$ cat src/rtl/mask_centerline_steering_top_macros.svh
// ----------------------------------------------------------------------------
// mask_centerline_steering_top_macros
// Assertion macros for the steering block.
// ----------------------------------------------------------------------------
`ifndef MASK_CENTERLINE_STEERING_TOP_MACROS_SVH
`define MASK_CENTERLINE_STEERING_TOP_MACROS_SVH

// same-cycle implication
`define MCS_ASSERT_NOW(label, ante, cons, msg) \
    label: assert property (@(posedge clk) disable iff (!rst_n) (ante) |-> (cons)) \
        else $error(msg);

// next-cycle implication
`define MCS_ASSERT_NEXT(label, ante, cons, msg) \
    label: assert property (@(posedge clk) disable iff (!rst_n) (ante) |=> (cons)) \
        else $error(msg);

`endif

$ cat src/rtl/mcs_pkg.sv
// ----------------------------------------------------------------------------
// mcs_pkg
// Shared widths, constants and control types of the steering block.
// ----------------------------------------------------------------------------
`default_nettype none

package mcs_pkg;

    localparam int COL_W        = 10;
    localparam int ROW_W_W      = 11;
    localparam int SCALE_W      = 16;
    localparam int SUM_W        = 22;
    localparam int ACC_W        = SUM_W + 2;
    localparam int HITS_W       = 11;
    localparam int SPEED_W      = 32;
    localparam int DRIVE_W      = 32;
    localparam int TURN_W       = 24;
    localparam int FWD_W        = 15;
    localparam int PROD_W       = SPEED_W + SCALE_W;
    localparam int RND_SHIFT    = 8;
    localparam int CFG_IDX_W    = 2;
    localparam int CFG_DATA_W   = 16;
    localparam int DIV_N_W      = 36;
    localparam int DIV_W        = 32;
    localparam int DIV_CNT_W    = 3;
    localparam int RECIP5_SHIFT = 34;
    localparam int TURN_SHIFT   = 10;
    localparam int FWD_SHIFT    = 13;

    localparam logic [COL_W-1:0]          COL_MAX     = '1;
    localparam logic [HITS_W-1:0]         HITS_MAX    = '1;
    localparam logic signed [SUM_W-1:0]   SUM_MAX     = {1'b0, {(SUM_W-1){1'b1}}};
    localparam logic signed [SUM_W-1:0]   SUM_MIN     = {1'b1, {(SUM_W-1){1'b0}}};
    localparam logic [FWD_W-1:0]          FORWARD_CAP = 15'd19661;
    localparam logic [DIV_W-1:0]          RECIP5      = 32'hCCCC_CCCD;
    localparam logic [DIV_W-1:0]          HALF_TURN   = 32'd312;
    localparam logic [DIV_W-1:0]          HALF_FWD    = 32'd12;
    localparam logic [DIV_W-1:0]          HALF_SMOOTH = 32'd5;
    localparam logic [DIV_CNT_W-1:0]      STEPS_TURN   = 3'd4;
    localparam logic [DIV_CNT_W-1:0]      STEPS_FWD    = 3'd2;
    localparam logic [DIV_CNT_W-1:0]      STEPS_SMOOTH = 3'd1;
    localparam logic [ROW_W_W-1:0]        ROW_WIDTH_RST = 11'd640;
    localparam logic signed [SCALE_W-1:0] SCALE_RST   = 16'sd256;

    typedef enum logic [CFG_IDX_W-1:0] {
        REG_ROW_WIDTH  = 2'd0,
        REG_FWD_SCALE  = 2'd1,
        REG_TURN_SCALE = 2'd2
    } cfg_reg_t;

    typedef enum logic [1:0] {
        OP_TURN  = 2'd0,
        OP_FWD   = 2'd1,
        OP_STURN = 2'd2,
        OP_SFWD  = 2'd3
    } div_op_t;

    typedef enum logic [7:0] {
        S_IDLE  = 8'b0000_0001,
        S_CHECK = 8'b0000_0010,
        S_TURN  = 8'b0000_0100,
        S_FWD   = 8'b0000_1000,
        S_STURN = 8'b0001_0000,
        S_SFWD  = 8'b0010_0000,
        S_MUL   = 8'b0100_0000,
        S_OUT   = 8'b1000_0000
    } state_t;

    typedef struct packed {
        logic    pix_ready;
        logic    frame_clear;
        logic    div_start;
        div_op_t div_op;
        logic    mul;
        logic    emit;
    } cmd_t;

    typedef struct packed {
        logic pix_valid;
        logic pix_frame_end;
        logic hits_zero;
        logic div_done;
        logic out_free;
    } status_t;

endpackage

`default_nettype wire

$ cat src/rtl/mcs_ctrl.sv
// ----------------------------------------------------------------------------
// mcs_ctrl
// Sequencer for pixel intake and the frame-end arithmetic.
// ----------------------------------------------------------------------------
`default_nettype none

module mcs_ctrl (
    input  wire logic             clk,
    input  wire logic             rst_n,
    input  wire mcs_pkg::status_t status,
    output mcs_pkg::cmd_t         cmd
);
    import mcs_pkg::*;

    state_t state_reg;
    state_t state_next;

    always_ff @(posedge clk or negedge rst_n)
    begin
        if (!rst_n)
        begin
            state_reg <= S_IDLE;
        end
        else
        begin
            state_reg <= state_next;
        end
    end

    always_comb
    begin
        state_next      = state_reg;
        cmd             = '0;
        cmd.div_op      = OP_TURN;
        unique case (state_reg)
            S_IDLE:
            begin
                cmd.pix_ready = 1'b1;
                if (status.pix_valid && status.pix_frame_end)
                begin
                    state_next = S_CHECK;
                end
            end
            S_CHECK:
            begin
                if (status.hits_zero)
                begin
                    cmd.frame_clear = 1'b1;
                    state_next      = S_IDLE;
                end
                else
                begin
                    cmd.div_start = 1'b1;
                    cmd.div_op    = OP_TURN;
                    state_next    = S_TURN;
                end
            end
            S_TURN:
            begin
                cmd.div_op = OP_FWD;
                if (status.div_done)
                begin
                    cmd.div_start = 1'b1;
                    state_next    = S_FWD;
                end
            end
            S_FWD:
            begin
                cmd.div_op = OP_STURN;
                if (status.div_done)
                begin
                    cmd.div_start = 1'b1;
                    state_next    = S_STURN;
                end
            end
            S_STURN:
            begin
                cmd.div_op = OP_SFWD;
                if (status.div_done)
                begin
                    cmd.div_start = 1'b1;
                    state_next    = S_SFWD;
                end
            end
            S_SFWD:
            begin
                if (status.div_done)
                begin
                    state_next = S_MUL;
                end
            end
            S_MUL:
            begin
                cmd.mul    = 1'b1;
                state_next = S_OUT;
            end
            S_OUT:
            begin
                if (status.out_free)
                begin
                    cmd.emit   = 1'b1;
                    state_next = S_IDLE;
                end
            end
            default:
            begin
                state_next = S_IDLE;
            end
        endcase
    end

endmodule

`default_nettype wire

$ cat config.mk
export PLATFORM = sky130hd
export DESIGN_NAME = mcs_ctrl
export DESIGN_NICKNAME = d
export VERILOG_FILES = /design/src/rtl/mask_centerline_steering_top_macros.svh /design/src/rtl/mcs_pkg.sv /design/src/rtl/mcs_ctrl.sv
export SDC_FILE = /design/constraint.sdc
export NUM_CORES = 1
export LEC_CHECK = 0
export BUFFER_PORTS_ARGS = -buffer_cell sky130_fd_sc_hd__buf_2
export CAP_MARGIN = 15
export CELL_PAD_IN_SITES_DETAIL_PLACEMENT = 1
export CELL_PAD_IN_SITES_GLOBAL_PLACEMENT = 1
export CORE_MARGIN = 2
export CORE_UTILIZATION = 35
export DETAILED_ROUTE_END_ITERATION = 10
export PLACE_DENSITY_LB_ADDON = 0.1
export SYNTH_ARGS = -nofsm -noshare
export SYNTH_HDL_FRONTEND = slang
export SYNTH_SLANG_ARGS = --single-unit
$ cat constraint.sdc
create_clock -name clk -period 2.67 [get_ports clk]
set_input_delay 0.6675 -clock clk [delete_from_list [all_inputs] [get_ports clk]]
set_output_delay 0.6675 -clock clk [all_outputs]
set_load 0.01 [all_outputs]
==> summary.md, run 1 <==
| Metric | Value |
|---|---|
| Post-detailed-routing wire length | 1350 um |
| Post-synthesis area per instance | 8.66 um2 |
| Setup repair after global routing missed its margin | false |
| All-Layer GR Usage | 17.6% |
| Number of antenna violations at the first check in global routing | 0 |
| Slew at the pin closest to its max-slew limit | 0.355 ns |
| Width of the die | 42.8 um |
| Source-to-sink clock delay at the later pin of the worst-skew pair | 0.26 ns |
| Boundary Pins | 14 |
| Drt initial violations | 6 |
| Synthesis-stage register bit count | 8 |
| Setup slack after placement | 0.277 ns |
| Highest-delay cell along the critical path | sky130_fd_sc_hd__or4_1 |
| Global Route met3 Usage | 2.55% |
| Worst vdd ir | 320 uV |
| Upper clock frequency limit | 394 MHz |
| Sequential element share of the synthesized area | 38.2% |
| Starting density of the core | 36.3% |
| Max FFs per register | 8 |
| Relative slew margins | 76.1% |
| Max Root-Sink Buffers | 2 |
| Area of the die | 1840 um2 |
| Max Fanout on Critical Path | 7 |
| Synthesis warning total | 0 |
| Netlist area before placement | 528 um2 |
| Fin nets | 86 |
| Ratio of total power to cell area | 707 nW/um2 |
| Port buffer count | 13 |
| Max-capacitance violation count | 0 |
| Hold buffer count at cts | 0 |
| Number of enable flip-flop cells after synthesis | 0 |
| Clock tree from TritonCTS | built |
| Post-route setup TNS | 0 ns |
| Synth top area cells | sky130_fd_sc_hd__dfrtp_1, sky130_fd_sc_hd__dfstp_2, sky130_fd_sc_hd__nand2_1 |
| Clock-pin slew of the registers on the worst-case setup and hold paths | 0.06 ns |
| Minimum clock period | 2.54 ns |
| Level count of the clock H-tree | 1 |
| First-pass detailed-route iteration total | 4 |
| CTS buffer count | 3 |
| Number of placed instances, taps included | 90 |
| Startpoint type of the worst setup path | flop |
| Non-Filler Instances | 94 |
| Post-Place Cell Area | 621 um2 |
| Post-route setup slack | 0.130 ns |
| Critical Path Max Stage Delay | 0.58 ns |
| Final max-slew violation count | 0 |
| Global-route wire length before repair | 2370 um |
| Clock root cell | sky130_fd_sc_hd__clkbuf_4 |
| Final ANT Viol Nets | 0 |
| Status | complete, no violations |
| Synthesized netlist cell count | 61 |
| Number of clock sinks seen by CTS | 8 |
| Via count of the first global-routing pass | 511 |
| DRC violation count after routing | 0 |
| Final hold violation count | 0 |
| Final Setup Violations | 0 |
| Design area | 669 um2 |
| WP data arrival | 1.87 ns |
| Post-route worst hold slack | 0.239 ns |
| Std-Cell Rows | 14 |
| Class of the most critical setup path | reg2out |
| Routed vias | 520 |
| Buffer and inverter count on the worst path | 2 |
| Main flop type after synthesis | sky130_fd_sc_hd__dfrtp_1 |
| Largest area contributor in the netlist | sky130_fd_sc_hd__dfrtp_1 |
| Period Utilization, post-route | 95.1% |
| Largest net degree at the start of global routing | 10 |
| CP endpoint kind | output port |
| DPL Wire Length | 1080 um |
| Class of the worst hold path | in2async |
| Die Y-Extent | 42.8 um |
| Share of cells above drive strength 1 | 30.8% |
| Met2 Use GR | 26.4% |
| Chain of cells forming the critical path | or4_1 -> nor3_2 -> buf_4 -> a21oi_1 -> o22ai_1 -> buf_2 |
| Post-route clock skew | 0.0100 ns |
| Gpl congestion | 0.713 |
| Post-synth net total | 68 |
| Core Area | 1450 um2 |
| Antenna diode count | 0 |
| Data required, critical path | 2.00 ns |
| Busiest layer in global routing | met2 |
| Area growth from synthesis to final layout | 26.8% |
| Leak | 0.313 nW |
| Share of Yosys cell area claimed by the top area cell type | 33.2% |
| GR met1 Demand/Resource | 23.5% |
| Number of setup buffers added after CTS | 0 |
| Wire length per cell | 14.3 um |
| Grt total ovfl | 0 |
| Share of flip-flops with an asynchronous set or reset after synthesis | 100% |
| Kind of cell adding the most delay to the critical path | simple AND/OR/NAND/NOR gates |
| Via count normalized by instance count | 5.53 |
| Number of unique standard cell types used by synthesis | 29 |
## cells in the mapped netlist (all sizes together) (2+ instances only)
library cell and count:
clkbuf 2, dfrtp 7, inv 2, nand2 7, nand3b 3, nor2 4, nor2b 4, nor3 4
nor3b 2, nor4 3, o21a 2, o22ai 3, or4 2, xnor2 2
## cell type report
class                           count  area, um2
Fill cell                         180        785
Multi-Input combinational cell     49        332
Sequential cell                     8        204
Timing Repair Buffer               15       80.1
Clock buffer                        4       26.3
Tap cell                           16       20.0
Inverter                            2       7.51
## power breakdown
| group | leakage (nW) | switching [mW] | internal [mW] |
|---|---|---|---|
| logic | 0.195 | 0.101 | 0.0984 |
| registers | 0.103 | 0.0257 | 0.144 |
| clock network | 0.0150 | 0.0469 | 0.0575 |
## final timing paths
path	from	endpoint	slack [ns]	depth (start not counted)
worst min register to register	state_reg[5]	state_reg[6]	0.64	2
worst min-delay path	rst_n	state_reg[4]	0.24	1
max in group asynchronous	rst_n	state_reg[0]	2.17	1
worst max register to register	state_reg[5]	state_reg[0]	0.86	3
worst max-delay path	state_reg[7]	cmd[4]	0.13	6
min in group clk	status[2]	state_reg[2]	0.62	2
## timing repair
item	in CTS	in global routing
setup endpoints to repair	1	3
resized for setup	1	4
cloned	0	0
## cells by family (layout without fill, tap and decap cells)
logic type	after synthesis	in the layout	share of synthesized area [%]
compound gates	10	10	13.0
xor+xnor	2	2	3.32
buf+inv	4	21	2.84
flops	8	8	38.2
mux	1	1	1.90
simple gates	36	36	40.8
## per-layer routing
layer  vias to the layer above  share of wire, %
met2                         7                47
met4                         0               2.0
met1                       248                49
met5                         -                 0
li1                        263                 -
met3                         2               2.6
## per-stage QoR
step | utilization (%) | power, mW
after detailed placement | 42.7 | 0.361
final | 46.0 | 0.473
after global placement | 42.7 | 0.362
after floorplan | - | 0.295
after global routing | 46.0 | 0.510
after CTS | 44.9 | 0.473
## layout by cell type, fill, tap and decap left out, drive strengths merged, types with 2 or more instances in the layout
master  Yosys  layout
clkbuf      2       4
nor2b       4       4
xnor2       2       2
o22ai       3       3
inv         2       2
nand2       7       7
buf         0      15
nand3b      3       3
nor3b       2       2
nor3        4       4
or4         2       2
nor2        4       4
o21a        2       2
nor4        3       3
dfrtp       7       7
(Power assumes the default switching activity.)
==> run 2, diff against run 1 <==
--- a/config.mk
+++ b/config.mk
@@ -11,8 +11,10 @@
 export CELL_PAD_IN_SITES_GLOBAL_PLACEMENT = 1
 export CORE_MARGIN = 2
 export CORE_UTILIZATION = 35
+export CTS_CLUSTER_DIAMETER = 150
 export DETAILED_ROUTE_END_ITERATION = 10
 export PLACE_DENSITY_LB_ADDON = 0.1
+export SETUP_SLACK_MARGIN = 0.2
 export SYNTH_ARGS = -nofsm -noshare
 export SYNTH_HDL_FRONTEND = slang
 export SYNTH_SLANG_ARGS = --single-unit
==> run 2 against run 1 <==
Clock-buffer cell count is the same. First-iteration DRC count fell by 50%. Largest cell class unchanged. Clock skew is 0.0013 ns higher. Die area unchanged. Worst hold slack got worse by 0.0047 ns. Critical path depth decreased by 1. Sequential share of layout area down 2.6 points. Wire length rose by 16%. Global-route usage rose by 0.63 points. Clock power about the same.
==> summary.md, run 2 (synthesis gave the netlist of run 1 again) <==
| Metric | Value |
|---|---|
| Status | complete, no violations (unchanged) |
| Capture point of the worst path | cmd[4] (unchanged) |
| Gpl congestion | 0.713 (unchanged) |
| Via count normalized by instance count | 5.59 (was 5.53) |
| Setup repair after global routing missed its margin | true (was false) |
| Share of cells above drive strength 1 | 44.7% (was 30.8%) |
| Via count of the first global-routing pass | 538 (was 511) |
| Number of clock sinks seen by CTS | 8 (unchanged) |
| Worst setup path startpoint | state_reg[5] (was state_reg[7]) |
| Startpoint of the most critical register-to-register path | state_reg[5] (unchanged) |
| Level count of the clock H-tree | 1 (unchanged) |
| Startpoint type of the worst setup path | flop (unchanged) |
| Class of the worst hold path | in2async (unchanged) |
| Area growth from synthesis to final layout | 41.2% (was 26.8%) |
| Wire length per cell | 15.5 um (was 14.3 um) |
| Clock root cell | sky130_fd_sc_hd__clkbuf_4 (unchanged) |
| Final Setup Violations | 0 (unchanged) |
| Period Utilization, post-route | 96.1% (was 95.1%) |
| Chain of cells forming the critical path | or4_4 -> nor4_4 -> a21oi_1 -> o22ai_1 -> buf_2 (was or4_1 -> nor3_2 -> buf_4 -> a21oi_1 -> o22ai_1 -> buf_2) |
| First-pass detailed-route iteration total | 3 (was 4) |
| DPL Wire Length | 1080 um (unchanged) |
| Starting density of the core | 36.3% (unchanged) |
| Upper clock frequency limit | 390 MHz (was 394 MHz) |
| Post-detailed-routing wire length | 1560 um (was 1350 um) |
| FF-to-FF path depth | 3 (unchanged) |
| Source-to-sink clock delay at the later pin of the worst-skew pair | 0.27 ns (was 0.26 ns) |
| Final hold violation count | 0 (unchanged) |
| Post-route clock skew | 0.0114 ns (was 0.0100 ns) |
| All-Layer GR Usage | 18.3% (was 17.6%) |
| Final max-slew violation count | 0 (unchanged) |
| Drt initial violations | 3 (was 6) |
| Width of the die | 42.8 um (unchanged) |
| Max-capacitance violation count | 0 (unchanged) |
| Boundary Pins | 14 (unchanged) |
| Die Y-Extent | 42.8 um (unchanged) |
| Most common library cell in the layout ignoring fill and taps | sky130_fd_sc_hd__buf_2 (unchanged) |
| Relative slew margins | 77.0% (was 76.1%) |
| Fin nets | 93 (was 86) |
| Class of the most critical setup path | reg2out (unchanged) |
| Max Root-Sink Buffers | 2 (unchanged) |
| Max Fanout on Critical Path | 5 (was 7) |
| Std-Cell Rows | 14 (unchanged) |
| DRC violation count after routing | 0 (unchanged) |
| Ratio of total power to cell area | 694 nW/um2 (was 707 nW/um2) |
| Slew at the pin closest to its max-slew limit | 0.342 ns (was 0.355 ns) |
| Port buffer count | 13 (unchanged) |
| Clock tree from TritonCTS | built (unchanged) |
| Core Area | 1450 um2 (unchanged) |
| Final ANT Viol Nets | 0 (unchanged) |
| Worst reg-to-reg setup slack | 0.87 ns (was 0.86 ns) |
| CP endpoint kind | output port (unchanged) |
| Number of antenna violations at the first check in global routing | 0 (unchanged) |
| End of the worst register-to-register path | state_reg[0] (unchanged) |
| Commonest non-fill, non-tap cells in the layout | sky130_fd_sc_hd__buf_2, sky130_fd_sc_hd__buf_4, sky130_fd_sc_hd__nand2_1 (was sky130_fd_sc_hd__buf_2, sky130_fd_sc_hd__nand2_1, sky130_fd_sc_hd__dfrtp_1) |
| Global-route wire length before repair | 2460 um (was 2370 um) |
| WP data arrival | 1.90 ns (was 1.87 ns) |
| Minimum clock period | 2.57 ns (was 2.54 ns) |
| CTS buffer count | 3 (unchanged) |
| Data required, critical path | 2.00 ns (about the same) |
| Largest net degree at the start of global routing | 10 (unchanged) |
| Post-route setup TNS | 0 ns (unchanged) |
| Max FFs per register | 8 (unchanged) |
| Hold buffer count at cts | 0 (unchanged) |
| Sum of internal, switching and leakage power | 0.518 mW (was 0.473 mW) |
| Antenna diode count | 0 (unchanged) |
| Setup slack after placement | 0.277 ns (unchanged) |
| Area of the die | 1840 um2 (unchanged) |
| Highest-delay cell along the critical path | sky130_fd_sc_hd__or4_4 (was sky130_fd_sc_hd__or4_1) |
| Routed vias | 565 (was 520) |
| Critical Path Max Stage Delay | 0.54 ns (was 0.58 ns) |
| Post-route setup slack | 0.105 ns (was 0.130 ns) |
| Clock-pin slew of the registers on the worst-case setup and hold paths | 0.06 ns (about the same) |
| Worst vdd ir | 324 uV (was 320 uV) |
| Leak | 0.350 nW (was 0.313 nW) |
| Grt total ovfl | 0 (unchanged) |
==> run 2: cell types whose count changed in the layout (fill, tap and decap cells not counted), sizes merged <==
cell / delta
buf: +7
==> run 2: layout make-up <==
| class | instances | area [um2] |
|---|---|---|
| Fill cell | 178 | 708 |
| Multi-Input combinational cell | 49 | 352 |
| Sequential cell | 8 | 208 |
| Timing Repair Buffer | 22 | 133 |
| Clock buffer | 4 | 26.3 |
| Tap cell | 16 | 20.0 |
| Inverter | 2 | 7.51 |
==> run 2: where the power goes <==
group / switching [mW] / total (mW) / internal [mW]
clock network: 0.0485 / 0.106 / 0.0576
logic: 0.124 / 0.248 / 0.124
registers: 0.0190 / 0.164 / 0.145
total: 0.191 / 0.518 / 0.327
==> run 2: timing repair <==
action                     CTS  global route
buffers inserted             3             4
setup endpoints to repair    4             5
resized for setup            7             5
gates cloned                 0             0
pin swaps                    1             4
==> run 2: worst min-delay path by stage <==
stage	to	slack (ns)	cells after the start
5_1_grt	state_reg[4]	0.25	1
3_3_place_gp	state_reg[4]	0.53	1
3_5_place_dp	state_reg[4]	0.53	1
4_1_cts	state_reg[4]	0.23	1
2_1_floorplan	state_reg[1]	0.37	0
6_report	state_reg[4]	0.23	1
==> run 2: per-layer routing <==
layer | global-route usage (%) | up-vias | part of all wire (%)
met3 | 2.55 | 2 | 1.9
met4 | 11.3 | 0 | 1.7
li1 | - | 278 | -
met1 | 23.5 | 278 | 46
met2 | 28.5 | 7 | 50
met5 | 0 | - | 0
==> run 2: critical path: cells and delay by family (launching register included) <==
family | cells | cell delay [ns]
AO/OA/AOI/OAI | 2 | 0.17
flip-flops | 1 | 0.43
buffers and inverters | 1 | 0.15
AND/OR/NAND/NOR | 2 | 0.88
==> run 2: stage by stage <==
stage                     instance area [um2]  std cells  utilization, %  hold slack [ns]
after global routing                      746        101            51.3            0.246
after global placement                    621         90            42.7            0.526
after detailed placement                  621         90            42.7            0.526
final                                     746        101            51.3            0.234
after CTS                                 694         97            47.8            0.235
after floorplan                           528         61               -            0.372
